$ cat config.mk
export PLATFORM = sky130hd
export DESIGN_NAME = rgb_pair_to_bitplanes
export DESIGN_NICKNAME = d
export VERILOG_FILES = /design/src/rtl/rgbbp_pkg.sv /design/src/rtl/rgbbp_ram.sv /design/src/rtl/rgbbp_lookup.sv /design/src/rtl/rgb_pair_to_bitplanes.sv
export SDC_FILE = /design/constraint.sdc
export NUM_CORES = 2
export LEC_CHECK = 0
export ABC_AREA = 1
export BUFFER_PORTS_ARGS = -buffer_cell sky130_fd_sc_hd__buf_2
export CAP_MARGIN = 25
export CORE_MARGIN = 2
export CORE_UTILIZATION = 50
export DETAILED_ROUTE_END_ITERATION = 16
export PLACE_DENSITY = 0.78
export SLEW_MARGIN = 10
export SYNTH_ARGS = -nofsm -noshare
export SYNTH_HDL_FRONTEND = slang
export SYNTH_SLANG_ARGS = --single-unit
export TNS_END_PERCENT = 5
$ cat constraint.sdc
create_clock -name clk -period 11.3 [get_ports clk]
set_input_delay 1.13 -clock clk [delete_from_list [all_inputs] [get_ports clk]]
set_output_delay 1.13 -clock clk [all_outputs]
set_load 0.1 [all_outputs]
$ cat src/rtl/rgbbp_pkg.sv
// Shared types, constants and pixel unpacking functions for the bitplane packer.
package rgbbp_pkg;

  localparam int COLOR_DEPTH = 8;
  localparam int PLANE_W     = 3;
  localparam int CH_W        = 8;
  localparam int NUM_CH      = 6;
  localparam int SLOT_W      = 3;
  localparam int GAMMA_DEPTH = 256;
  localparam int ADDR_W      = 15;
  localparam int POS_W       = 12;
  localparam int STRIDE_W    = 13;
  localparam int PIX_W       = 24;
  localparam int BITS_W      = 6;

  localparam logic [STRIDE_W-1:0] STRIDE_RESET = 13'd2048;

  localparam logic [1:0] MODE_LOAD   = 2'd0;
  localparam logic [1:0] MODE_RGB888 = 2'd1;
  localparam logic [1:0] MODE_RGB565 = 2'd2;

  typedef struct packed {
    logic [1:0]       mode;
    logic [PIX_W-1:0] top_pixel;
    logic [PIX_W-1:0] bottom_pixel;
    logic [POS_W-1:0] out_position;
    logic [CH_W-1:0]  lut_index;
    logic [CH_W-1:0]  lut_value;
  } in_item_t;

  typedef struct packed {
    logic [PLANE_W-1:0] plane_index;
    logic [ADDR_W-1:0]  output_address;
    logic [BITS_W-1:0]  packed_bits;
    logic               last;
  } out_item_t;

  typedef logic [NUM_CH-1:0][CH_W-1:0] chan_vec_t;
  typedef logic [2:0][CH_W-1:0]        rgb_t;

  typedef struct packed {
    chan_vec_t        gamma;
    logic [POS_W-1:0] position;
  } pair_t;

  // Channel 0 is red, 1 green, 2 blue. The low byte of the word comes first.
  function automatic rgb_t widen565(logic [15:0] word);
    rgb_t       ch;
    logic [7:0] lo;
    logic [7:0] hi;
    logic [5:0] g6;
    lo = word[7:0];
    hi = word[15:8];
    g6 = {hi[2:0], lo[7:5]};
    ch[0] = {hi[7:3], hi[7:5]};
    ch[1] = {g6, g6[5:4]};
    ch[2] = {lo[4:0], lo[4:2]};
    return ch;
  endfunction

  function automatic rgb_t split888(logic [PIX_W-1:0] pix);
    rgb_t ch;
    ch[0] = pix[7:0];
    ch[1] = pix[15:8];
    ch[2] = pix[23:16];
    return ch;
  endfunction

  // Gamma table addresses of the six channels: top R,G,B then bottom R,G,B.
  function automatic chan_vec_t channel_addrs(logic [1:0] mode, logic [PIX_W-1:0] top,
                                              logic [PIX_W-1:0] bottom);
    chan_vec_t addrs;
    rgb_t      t;
    rgb_t      b;
    if (mode == MODE_RGB565) begin
      t = widen565(top[15:0]);
      b = widen565(bottom[15:0]);
    end else begin
      t = split888(top);
      b = split888(bottom);
    end
    addrs = {b, t};
    return addrs;
  endfunction

endpackage

$ cat src/rtl/rgbbp_ram.sv
// Generic single-write, single-read synchronous RAM with registered read data.
module rgbbp_ram #(
  parameter int WIDTH = 8,
  parameter int DEPTH = 256
) (
  input  logic                     clk,
  input  logic                     we,
  input  logic [$clog2(DEPTH)-1:0] waddr,
  input  logic [WIDTH-1:0]         wdata,
  input  logic [$clog2(DEPTH)-1:0] raddr,
  output logic [WIDTH-1:0]         rdata
);

  logic [WIDTH-1:0] mem [DEPTH];

  always_ff @(posedge clk) begin
    if (we) begin
      mem[waddr] <= wdata;
    end
    rdata <= mem[raddr];
  end

endmodule

$ cat src/rtl/rgbbp_lookup.sv
// Gamma table and the read sequencer that looks up the six channels of a pixel pair.
module rgbbp_lookup (
  input  logic                clk,
  input  logic                rst_n,
  input  logic                item_valid,
  input  rgbbp_pkg::in_item_t item,
  output logic                item_take,
  output logic                pair_valid,
  output rgbbp_pkg::pair_t    pair_data,
  input  logic                pair_take
);

  localparam logic [rgbbp_pkg::SLOT_W-1:0] LAST_SLOT = rgbbp_pkg::SLOT_W'(rgbbp_pkg::NUM_CH - 1);

  logic                                busy_r, busy_nxt;
  logic [rgbbp_pkg::SLOT_W-1:0]        cnt_r, cnt_nxt;
  logic                                pend_r, pend_nxt;
  logic [rgbbp_pkg::SLOT_W-1:0]        slot_r;
  logic                                done_r, done_nxt;
  rgbbp_pkg::chan_vec_t                addr_r;
  rgbbp_pkg::chan_vec_t                ch_r;
  logic [rgbbp_pkg::POS_W-1:0]         pos_r;
  logic                                ready;
  logic                                take;
  logic                                start;
  logic                                we;
  logic [rgbbp_pkg::CH_W-1:0]          raddr;
  logic [rgbbp_pkg::CH_W-1:0]          rdata;

  // A new item only starts once the previous one has left the gather registers.
  assign ready     = !busy_r && !pend_r && (!done_r || pair_take);
  assign take      = item_valid && ready;
  assign item_take = take;
  assign we        = take && (item.mode == rgbbp_pkg::MODE_LOAD);
  assign start     = take && (item.mode inside {rgbbp_pkg::MODE_RGB888,
                                                rgbbp_pkg::MODE_RGB565});
  assign raddr     = addr_r[cnt_r];

  rgbbp_ram #(
    .WIDTH (rgbbp_pkg::CH_W),
    .DEPTH (rgbbp_pkg::GAMMA_DEPTH)
  ) u_gamma_ram (
    .clk   (clk),
    .we    (we),
    .waddr (item.lut_index),
    .wdata (item.lut_value),
    .raddr (raddr),
    .rdata (rdata)
  );

  always_comb begin
    busy_nxt = busy_r;
    cnt_nxt  = cnt_r;
    if (start) begin
      busy_nxt = 1'b1;
      cnt_nxt  = '0;
    end else if (busy_r) begin
      cnt_nxt = cnt_r + 1'b1;
      if (cnt_r == LAST_SLOT) begin
        busy_nxt = 1'b0;
      end
    end
    pend_nxt = busy_r;
    if (pend_r && slot_r == LAST_SLOT) begin
      done_nxt = 1'b1;
    end else if (pair_take) begin
      done_nxt = 1'b0;
    end else begin
      done_nxt = done_r;
    end
  end

  always_ff @(posedge clk) begin
    if (!rst_n) begin
      busy_r <= 1'b0;
      cnt_r  <= '0;
      pend_r <= 1'b0;
      slot_r <= '0;
      done_r <= 1'b0;
    end else begin
      busy_r <= busy_nxt;
      cnt_r  <= cnt_nxt;
      pend_r <= pend_nxt;
      slot_r <= cnt_r;
      done_r <= done_nxt;
    end
  end

  always_ff @(posedge clk) begin
    if (start) begin
      addr_r <= rgbbp_pkg::channel_addrs(item.mode, item.top_pixel, item.bottom_pixel);
      pos_r  <= item.out_position;
    end
    if (pend_r) begin
      ch_r[slot_r] <= rdata;
    end
  end

  assign pair_valid         = done_r;
  assign pair_data.gamma    = ch_r;
  assign pair_data.position = pos_r;

endmodule

$ cat src/rtl/rgb_pair_to_bitplanes.sv
// Top level: input buffer, gamma lookup and the bitplane beat emitter.
// An accepted pixel pair passes the input buffer, lookup sequencer, gamma RAM read, gather
// registers and emitter register. The pair rate is set by the six reads through the single
// read port of the gamma RAM plus gathering, matched by the eight result beats of the emitter.
// A gamma load or an unused mode is taken by the lookup sequencer and yields no beat.
// Synchronous active-low reset clears the handshake state and sets the stride to 2048.
module rgb_pair_to_bitplanes (
  input  logic                                clk,
  input  logic                                rst_n,
  input  logic                                in_valid,
  output logic                                in_stall,
  input  rgbbp_pkg::in_item_t                 in_data,
  output logic                                out_valid,
  input  logic                                out_stall,
  output rgbbp_pkg::out_item_t                out_data,
  input  logic                                cfg_valid,
  output logic                                cfg_ready,
  input  logic [rgbbp_pkg::STRIDE_W-1:0]      cfg_data
);

  localparam logic [rgbbp_pkg::PLANE_W-1:0] LAST_PLANE =
    rgbbp_pkg::PLANE_W'(rgbbp_pkg::COLOR_DEPTH - 1);

  logic                               in_full_r;
  rgbbp_pkg::in_item_t                in_item_r;
  logic                               in_accept;
  logic                               item_take;
  logic [rgbbp_pkg::STRIDE_W-1:0]     stride_r;
  logic                               pair_valid;
  rgbbp_pkg::pair_t                   pair_data;
  logic                               pair_take;
  logic                               emit_active_r, emit_active_nxt;
  logic [rgbbp_pkg::PLANE_W-1:0]      plane_r;
  rgbbp_pkg::chan_vec_t               gamma_r;
  logic [rgbbp_pkg::ADDR_W-1:0]       addr_r;
  logic                               out_valid_r, out_valid_nxt;
  rgbbp_pkg::out_item_t               out_data_r;
  logic                               load_out;
  logic                               last_plane;
  logic [rgbbp_pkg::BITS_W-1:0]       bits;

  assign in_stall  = in_full_r && !item_take;
  assign in_accept = in_valid && !in_stall;
  assign cfg_ready = 1'b1;

  always_ff @(posedge clk) begin
    if (!rst_n) begin
      in_full_r <= 1'b0;
      stride_r  <= rgbbp_pkg::STRIDE_RESET;
    end else begin
      in_full_r <= in_accept || (in_full_r && !item_take);
      if (cfg_valid) begin
        stride_r <= cfg_data;
      end
    end
  end

  always_ff @(posedge clk) begin
    if (in_accept) begin
      in_item_r <= in_data;
    end
  end

  rgbbp_lookup u_lookup (
    .clk        (clk),
    .rst_n      (rst_n),
    .item_valid (in_full_r),
    .item       (in_item_r),
    .item_take  (item_take),
    .pair_valid (pair_valid),
    .pair_data  (pair_data),
    .pair_take  (pair_take)
  );

  // The emitter steps through the planes, adding the stride once per beat.
  assign load_out   = emit_active_r && (!out_valid_r || !out_stall);
  assign last_plane = (plane_r == LAST_PLANE);
  assign pair_take  = pair_valid && (!emit_active_r || (load_out && last_plane));

  always_comb begin
    if (pair_take) begin
      emit_active_nxt = 1'b1;
    end else if (load_out && last_plane) begin
      emit_active_nxt = 1'b0;
    end else begin
      emit_active_nxt = emit_active_r;
    end
    if (load_out) begin
      out_valid_nxt = 1'b1;
    end else if (!out_stall) begin
      out_valid_nxt = 1'b0;
    end else begin
      out_valid_nxt = out_valid_r;
    end
    for (int i = 0; i < rgbbp_pkg::NUM_CH; i++) begin
      bits[i] = gamma_r[i][plane_r];
    end
  end

  always_ff @(posedge clk) begin
    if (!rst_n) begin
      emit_active_r <= 1'b0;
      out_valid_r   <= 1'b0;
      plane_r       <= '0;
    end else begin
      emit_active_r <= emit_active_nxt;
      out_valid_r   <= out_valid_nxt;
      if (pair_take) begin
        plane_r <= '0;
      end else if (load_out) begin
        plane_r <= plane_r + 1'b1;
      end
    end
  end

  always_ff @(posedge clk) begin
    if (pair_take) begin
      gamma_r <= pair_data.gamma;
      addr_r  <= rgbbp_pkg::ADDR_W'(pair_data.position);
    end else if (load_out) begin
      addr_r <= addr_r + rgbbp_pkg::ADDR_W'(stride_r);
    end
    if (load_out) begin
      out_data_r.plane_index    <= plane_r;
      out_data_r.output_address <= addr_r;
      out_data_r.packed_bits    <= bits;
      out_data_r.last           <= last_plane;
    end
  end

  assign out_valid = out_valid_r;
  assign out_data  = out_data_r;

endmodule

==> run summary <==
Critical path
* flip-flop to flip-flop — kind of critical path
* 920 ps — max incr delay on CP
* flip-flop — Startpoint Class
* 12,090 ps — Worst Path Required
* inv_4 > nand2_1 > nand3_1 > nand2_1 > nand2_4 > nand2_4 > buf_4 > buf_4 > nand2_1 > nand2_1 > nand2_1 > nand3_1 > nand3_1 > nand3_1 > nand3_1 > nand3_1 > nand3_1 > nand2_1 — cell-by-cell trace of the critical path
* simple AND/OR/NAND/NOR gates — largest delay contributor family on the critical path
* 90 — maximum fanout along the worst path
* sky130_fd_sc_hd__dfxtp_1 — critical-path cell with the highest stage delay
* flip-flop — critical path capture point type
* sky130_fd_sc_hd__nand3_1 — most frequent cell on the critical path
* 7330 ps — worst endpoint data arrival time
* 3 — Buf+Inv Stages, Crit Path

Synthesis
* 42 — Synth cell types
* 8,867 — gate count after technology mapping
* 0 — async set-reset flop share out of synthesis
* 8,983 — number of nets produced by synthesis
* sky130_fd_sc_hd__edfxtp_1 69%, sky130_fd_sc_hd__nand3_1 9.9%, sky130_fd_sc_hd__nand2_1 6.1% — ranking of synthesized cells by area
* 0.6868 — share of Yosys cell area claimed by the top area cell type
* 2,319 — Post-synth EDFFs
* sky130_fd_sc_hd__edfxtp_1 — most common flop cell mapped by yosys
* 101,400 um^2 — synthesized area
* sky130_fd_sc_hd__edfxtp_1 — cell taking the most area after synthesis
* 0 — Syn. warnings
* 11.44 um^2 — Avg Cell Area, Syn
* 2,358 — count of state elements after synthesis
* 0.6945 — share of synthesized area occupied by flip-flops and latches

Worst hold path
* flip-flop to flip-flop — worst min path class

Global routing
* 66.19k — number of global-route vias before repair
* 394.8 mm — first-pass GRT wire length
* 217 — largest net degree at the start of global routing
* 0.2495 — GRT Resource Usage Total
* 7 — number of antenna violations at the first check in global routing
* 0 — grt ovf

Die
* 206,400 um^2 — total die area
* 165 — std cell rows
* 124 — boundary pin count
* 201,900 um^2 — core footprint
* 454.3 um — vertical die dimension
* 0.5022 — starting density of the core
* 454.3 um — DIE WIDTH

Timing
* false — unrepaired setup endpoints after global routing
* 152.9 MHz — highest clock frequency the design can meet
* 42.14 ps — largest clock skew in the final design
* 0 — Fin. Hold Viols
* 0.5787 — Final period util
* 6540 ps — post-layout min period
* 0 — final-report max-slew violation count
* 0.1816 — Slew Limit Headroom
* 1228 ps — transition time of the tightest slew-check pin
* 0 ps — total negative slack
* 4760 ps — Worst Setup Slack, final
* 0 — total setup violations reported at the end of the flow

Drt
* 264.4 mm — aggregate routed wire length
* 68.78k — via count
* 0 — number of nets with antenna violations after routing
* 8 — first-pass iteration count of the detailed router
* 5.952 — mean number of vias per cell
* 22.88 um — drt wl/cell
* 10.83k — iteration-0 DRC count of the detailed router
* 0 — number of DRC violations after detailed routing

Clock network
* 60 ps — clock-pin slew on the worst setup and hold paths
* 0 — Setup Fix Bufs, Post-CTS
* 3 — Longest Clk Path Bufs
* built — clock tree from TritonCTS
* 0 — count of instances resized after the clock tree is built
* 4 — H-tree level count
* 2,358 — # clock sinks
* 0 — CTS Hold Bufs
* sky130_fd_sc_hd__clkbuf_16 — Clock Root Buffer
* 217 — number of buffers added by the clock tree synthesis step
* 900 ps — clock insertion delay at the later pin of the skew report

Pwr
* 173.1 nW/um^2 — power density relative to cell area
* 0.1791 mV — largest vdd supply drop
* 41.31 nW — Static Leakage

Layout
* 110,900 um^2 — summed area of non-filler cells in the final layout
* 9.373% — area added between synthesis and finish
* 0.06463 — share of cells above drive strength 1
* 15.90k — # fillers
* 8,807 — count of nets after finishing

Placement
* 103,300 um^2 — post-detailed-placement cell area
* 5170 ps — minimum setup slack after placement
* 142.8 mm — HPWL after DPL
* 122 — Buffers on Ports
* 0.8711 — final estimated routing congestion in global placement

Status
* finished, final reports clean — status

Flow run
* 0 — Max Cap Violations

-- registers in the layout, indices dropped and copies added, names as in the netlist, 13 cells and up --
name and flops:
u_lookup.u_gamma_ram.mem 2048, gamma_r 48, stride_r 13, u_lookup.addr_r 48, out_data 25, u_lookup.pair_data 48
addr_r 15, in_item_r 78
-- worst paths after layout --
check                                          endpoint  depth (start not counted)                             start  slack [ps]
setup / recovery  u_lookup.u_gamma_ram.rdata[2]$_DFF_P_                         18    u_lookup.cnt_r[0]$_SDFFE_PP0P_        4760
hold / removal                    gamma_r[21]$_DFFE_PP_                          0  u_lookup.pair_data[33]$_DFFE_PP_         410
setup reg to reg  u_lookup.u_gamma_ram.rdata[2]$_DFF_P_                         18    u_lookup.cnt_r[0]$_SDFFE_PP0P_        4760
hold reg to reg                   gamma_r[21]$_DFFE_PP_                          0  u_lookup.pair_data[33]$_DFFE_PP_         410
-- final cells by class --
type | count | area (um^2) | share of cell area
multi-input combinational | 4971 | 24500 | 0.2210
tap | 2672 | 3343 | 0.03015
sequential | 2358 | 70420 | 0.6350
clock inverter | 151 | 1753 | 0.01581
clock buffer | 258 | 5655 | 0.05100
antenna | 4 | 10.01 | 0.00009026
inverter | 928 | 3497 | 0.03153
timing repair buffer | 215 | 1719 | 0.01550
-- stage by stage --
stage	utilization	hold slack, ps	total power [W]	instances
2_1_floorplan	-	400.3	0.01110	8867
3_3_place_gp	0.5110	400.9	0.01164	11130
3_5_place_dp	0.5118	404.5	0.01168	11140
4_1_cts	0.5485	360.9	0.01916	11550
5_1_grt	0.5492	397.8	0.01966	11560
6_report	0.5493	405.8	0.01920	11560
-- routing by layer --
metal  track usage  share of wire  wire [um]
met5             0       0.000049         13
met4        0.1182          0.047      12510
met2        0.3979           0.47     124700
met3       0.05185           0.12      31330
met1        0.3279           0.36      95910
-- Yosys cell counts, types with 4 or more instances --
master / n
sky130_fd_sc_hd__buf_4: 25
sky130_fd_sc_hd__mux2_2: 4
sky130_fd_sc_hd__o21ai_0: 106
sky130_fd_sc_hd__clkbuf_1: 144
sky130_fd_sc_hd__inv_1: 923
sky130_fd_sc_hd__o21ai_1: 4
sky130_fd_sc_hd__o211ai_1: 105
sky130_fd_sc_hd__nand2_1: 1657
sky130_fd_sc_hd__or2_2: 4
sky130_fd_sc_hd__o22ai_1: 6
sky130_fd_sc_hd__o221ai_1: 4
sky130_fd_sc_hd__nand3b_1: 600
sky130_fd_sc_hd__nor3_1: 5
sky130_fd_sc_hd__ha_1: 19
sky130_fd_sc_hd__edfxtp_1: 2319
sky130_fd_sc_hd__buf_2: 384
sky130_fd_sc_hd__a21oi_1: 42
sky130_fd_sc_hd__dfxtp_1: 39
sky130_fd_sc_hd__buf_6: 33
sky130_fd_sc_hd__nor2_1: 387
sky130_fd_sc_hd__a31oi_1: 8
sky130_fd_sc_hd__nand3_1: 1997
sky130_fd_sc_hd__buf_1: 23
-- worst register-to-register path, cell delays in order (launching register included) --
cell and delay, ps:
sky130_fd_sc_hd__dfxtp_1 920, sky130_fd_sc_hd__inv_4 260, sky130_fd_sc_hd__nand2_1 140, sky130_fd_sc_hd__nand3_1 90, sky130_fd_sc_hd__nand2_1 140, sky130_fd_sc_hd__nand2_4 370, sky130_fd_sc_hd__nand2_4 790, sky130_fd_sc_hd__buf_4 920
sky130_fd_sc_hd__buf_4 910, sky130_fd_sc_hd__nand2_1 180, sky130_fd_sc_hd__nand2_1 140, sky130_fd_sc_hd__nand2_1 80, sky130_fd_sc_hd__nand3_1 150, sky130_fd_sc_hd__nand3_1 120, sky130_fd_sc_hd__nand3_1 240, sky130_fd_sc_hd__nand3_1 110
sky130_fd_sc_hd__nand3_1 230, sky130_fd_sc_hd__nand3_1 460, sky130_fd_sc_hd__nand2_1 210
-- logic make-up (layout without fill, tap and decap cells) --
logic type | Yosys count | after routing | synth area share
AOI/OAI and AO/OA | 286 | 286 | 0.01736
xor gates and xnor gates | 6 | 6 | 0.0005184
adders and majority gates | 20 | 20 | 0.002542
buffers and inverters | 1538 | 1552 | 0.06518
DFF | 2358 | 2358 | 0.6945
muxes | 4 | 4 | 0.0004442
other | 1 | 5 | 0.00003698
and+or+nand+nor | 4654 | 4654 | 0.2194
-- power breakdown --
group	switching [W]	internal, W	total (W)
Combinational	0.00136	0.000450	0.00181
Clock	0.00330	0.00434	0.00764
Sequential	0.0000659	0.00968	0.00975
Total	0.00473	0.0145	0.0192
-- cells in the final DEF, fill, tap and decap left out, types with 3 or more instances in the layout --
cell                         Yosys  routed
sky130_fd_sc_hd__o221ai_1        4       4
sky130_fd_sc_hd__buf_4          25      65
sky130_fd_sc_hd__o21ai_0       106     105
sky130_fd_sc_hd__ha_1           19      18
sky130_fd_sc_hd__a21oi_1        42      42
sky130_fd_sc_hd__clkbuf_8        0       5
sky130_fd_sc_hd__clkinv_1        1      60
sky130_fd_sc_hd__buf_16          0       8
sky130_fd_sc_hd__diode_2         0       4
sky130_fd_sc_hd__dfxtp_1        39      39
sky130_fd_sc_hd__mux2_2          4       4
sky130_fd_sc_hd__nand2_1      1657    1641
sky130_fd_sc_hd__clkbuf_16       0     218
sky130_fd_sc_hd__bufinv_16       0      33
sky130_fd_sc_hd__buf_12          0      20
sky130_fd_sc_hd__clkinv_2        0      38
sky130_fd_sc_hd__nor2_1        387     385
sky130_fd_sc_hd__nand3_1      1997    1997
sky130_fd_sc_hd__a31oi_1         8       8
sky130_fd_sc_hd__nand3b_1      600     600
sky130_fd_sc_hd__xnor2_1         3       3
sky130_fd_sc_hd__o21ai_4         0       5
sky130_fd_sc_hd__nor3_1          5       5
sky130_fd_sc_hd__xor2_1          3       3
sky130_fd_sc_hd__o211ai_1      105     105
sky130_fd_sc_hd__edfxtp_1     2319    2319
sky130_fd_sc_hd__buf_2         384     122
sky130_fd_sc_hd__nand2_2         1      15
sky130_fd_sc_hd__inv_6           0       5
sky130_fd_sc_hd__clkinvlp_4      0       5
sky130_fd_sc_hd__o22ai_1         6       6
sky130_fd_sc_hd__or2_2           4       4
sky130_fd_sc_hd__clkinv_8        0       4
sky130_fd_sc_hd__clkinv_16       0       6
sky130_fd_sc_hd__inv_1         923     921
sky130_fd_sc_hd__clkbuf_1      144      35
Power figures use the tool's default switching activity.
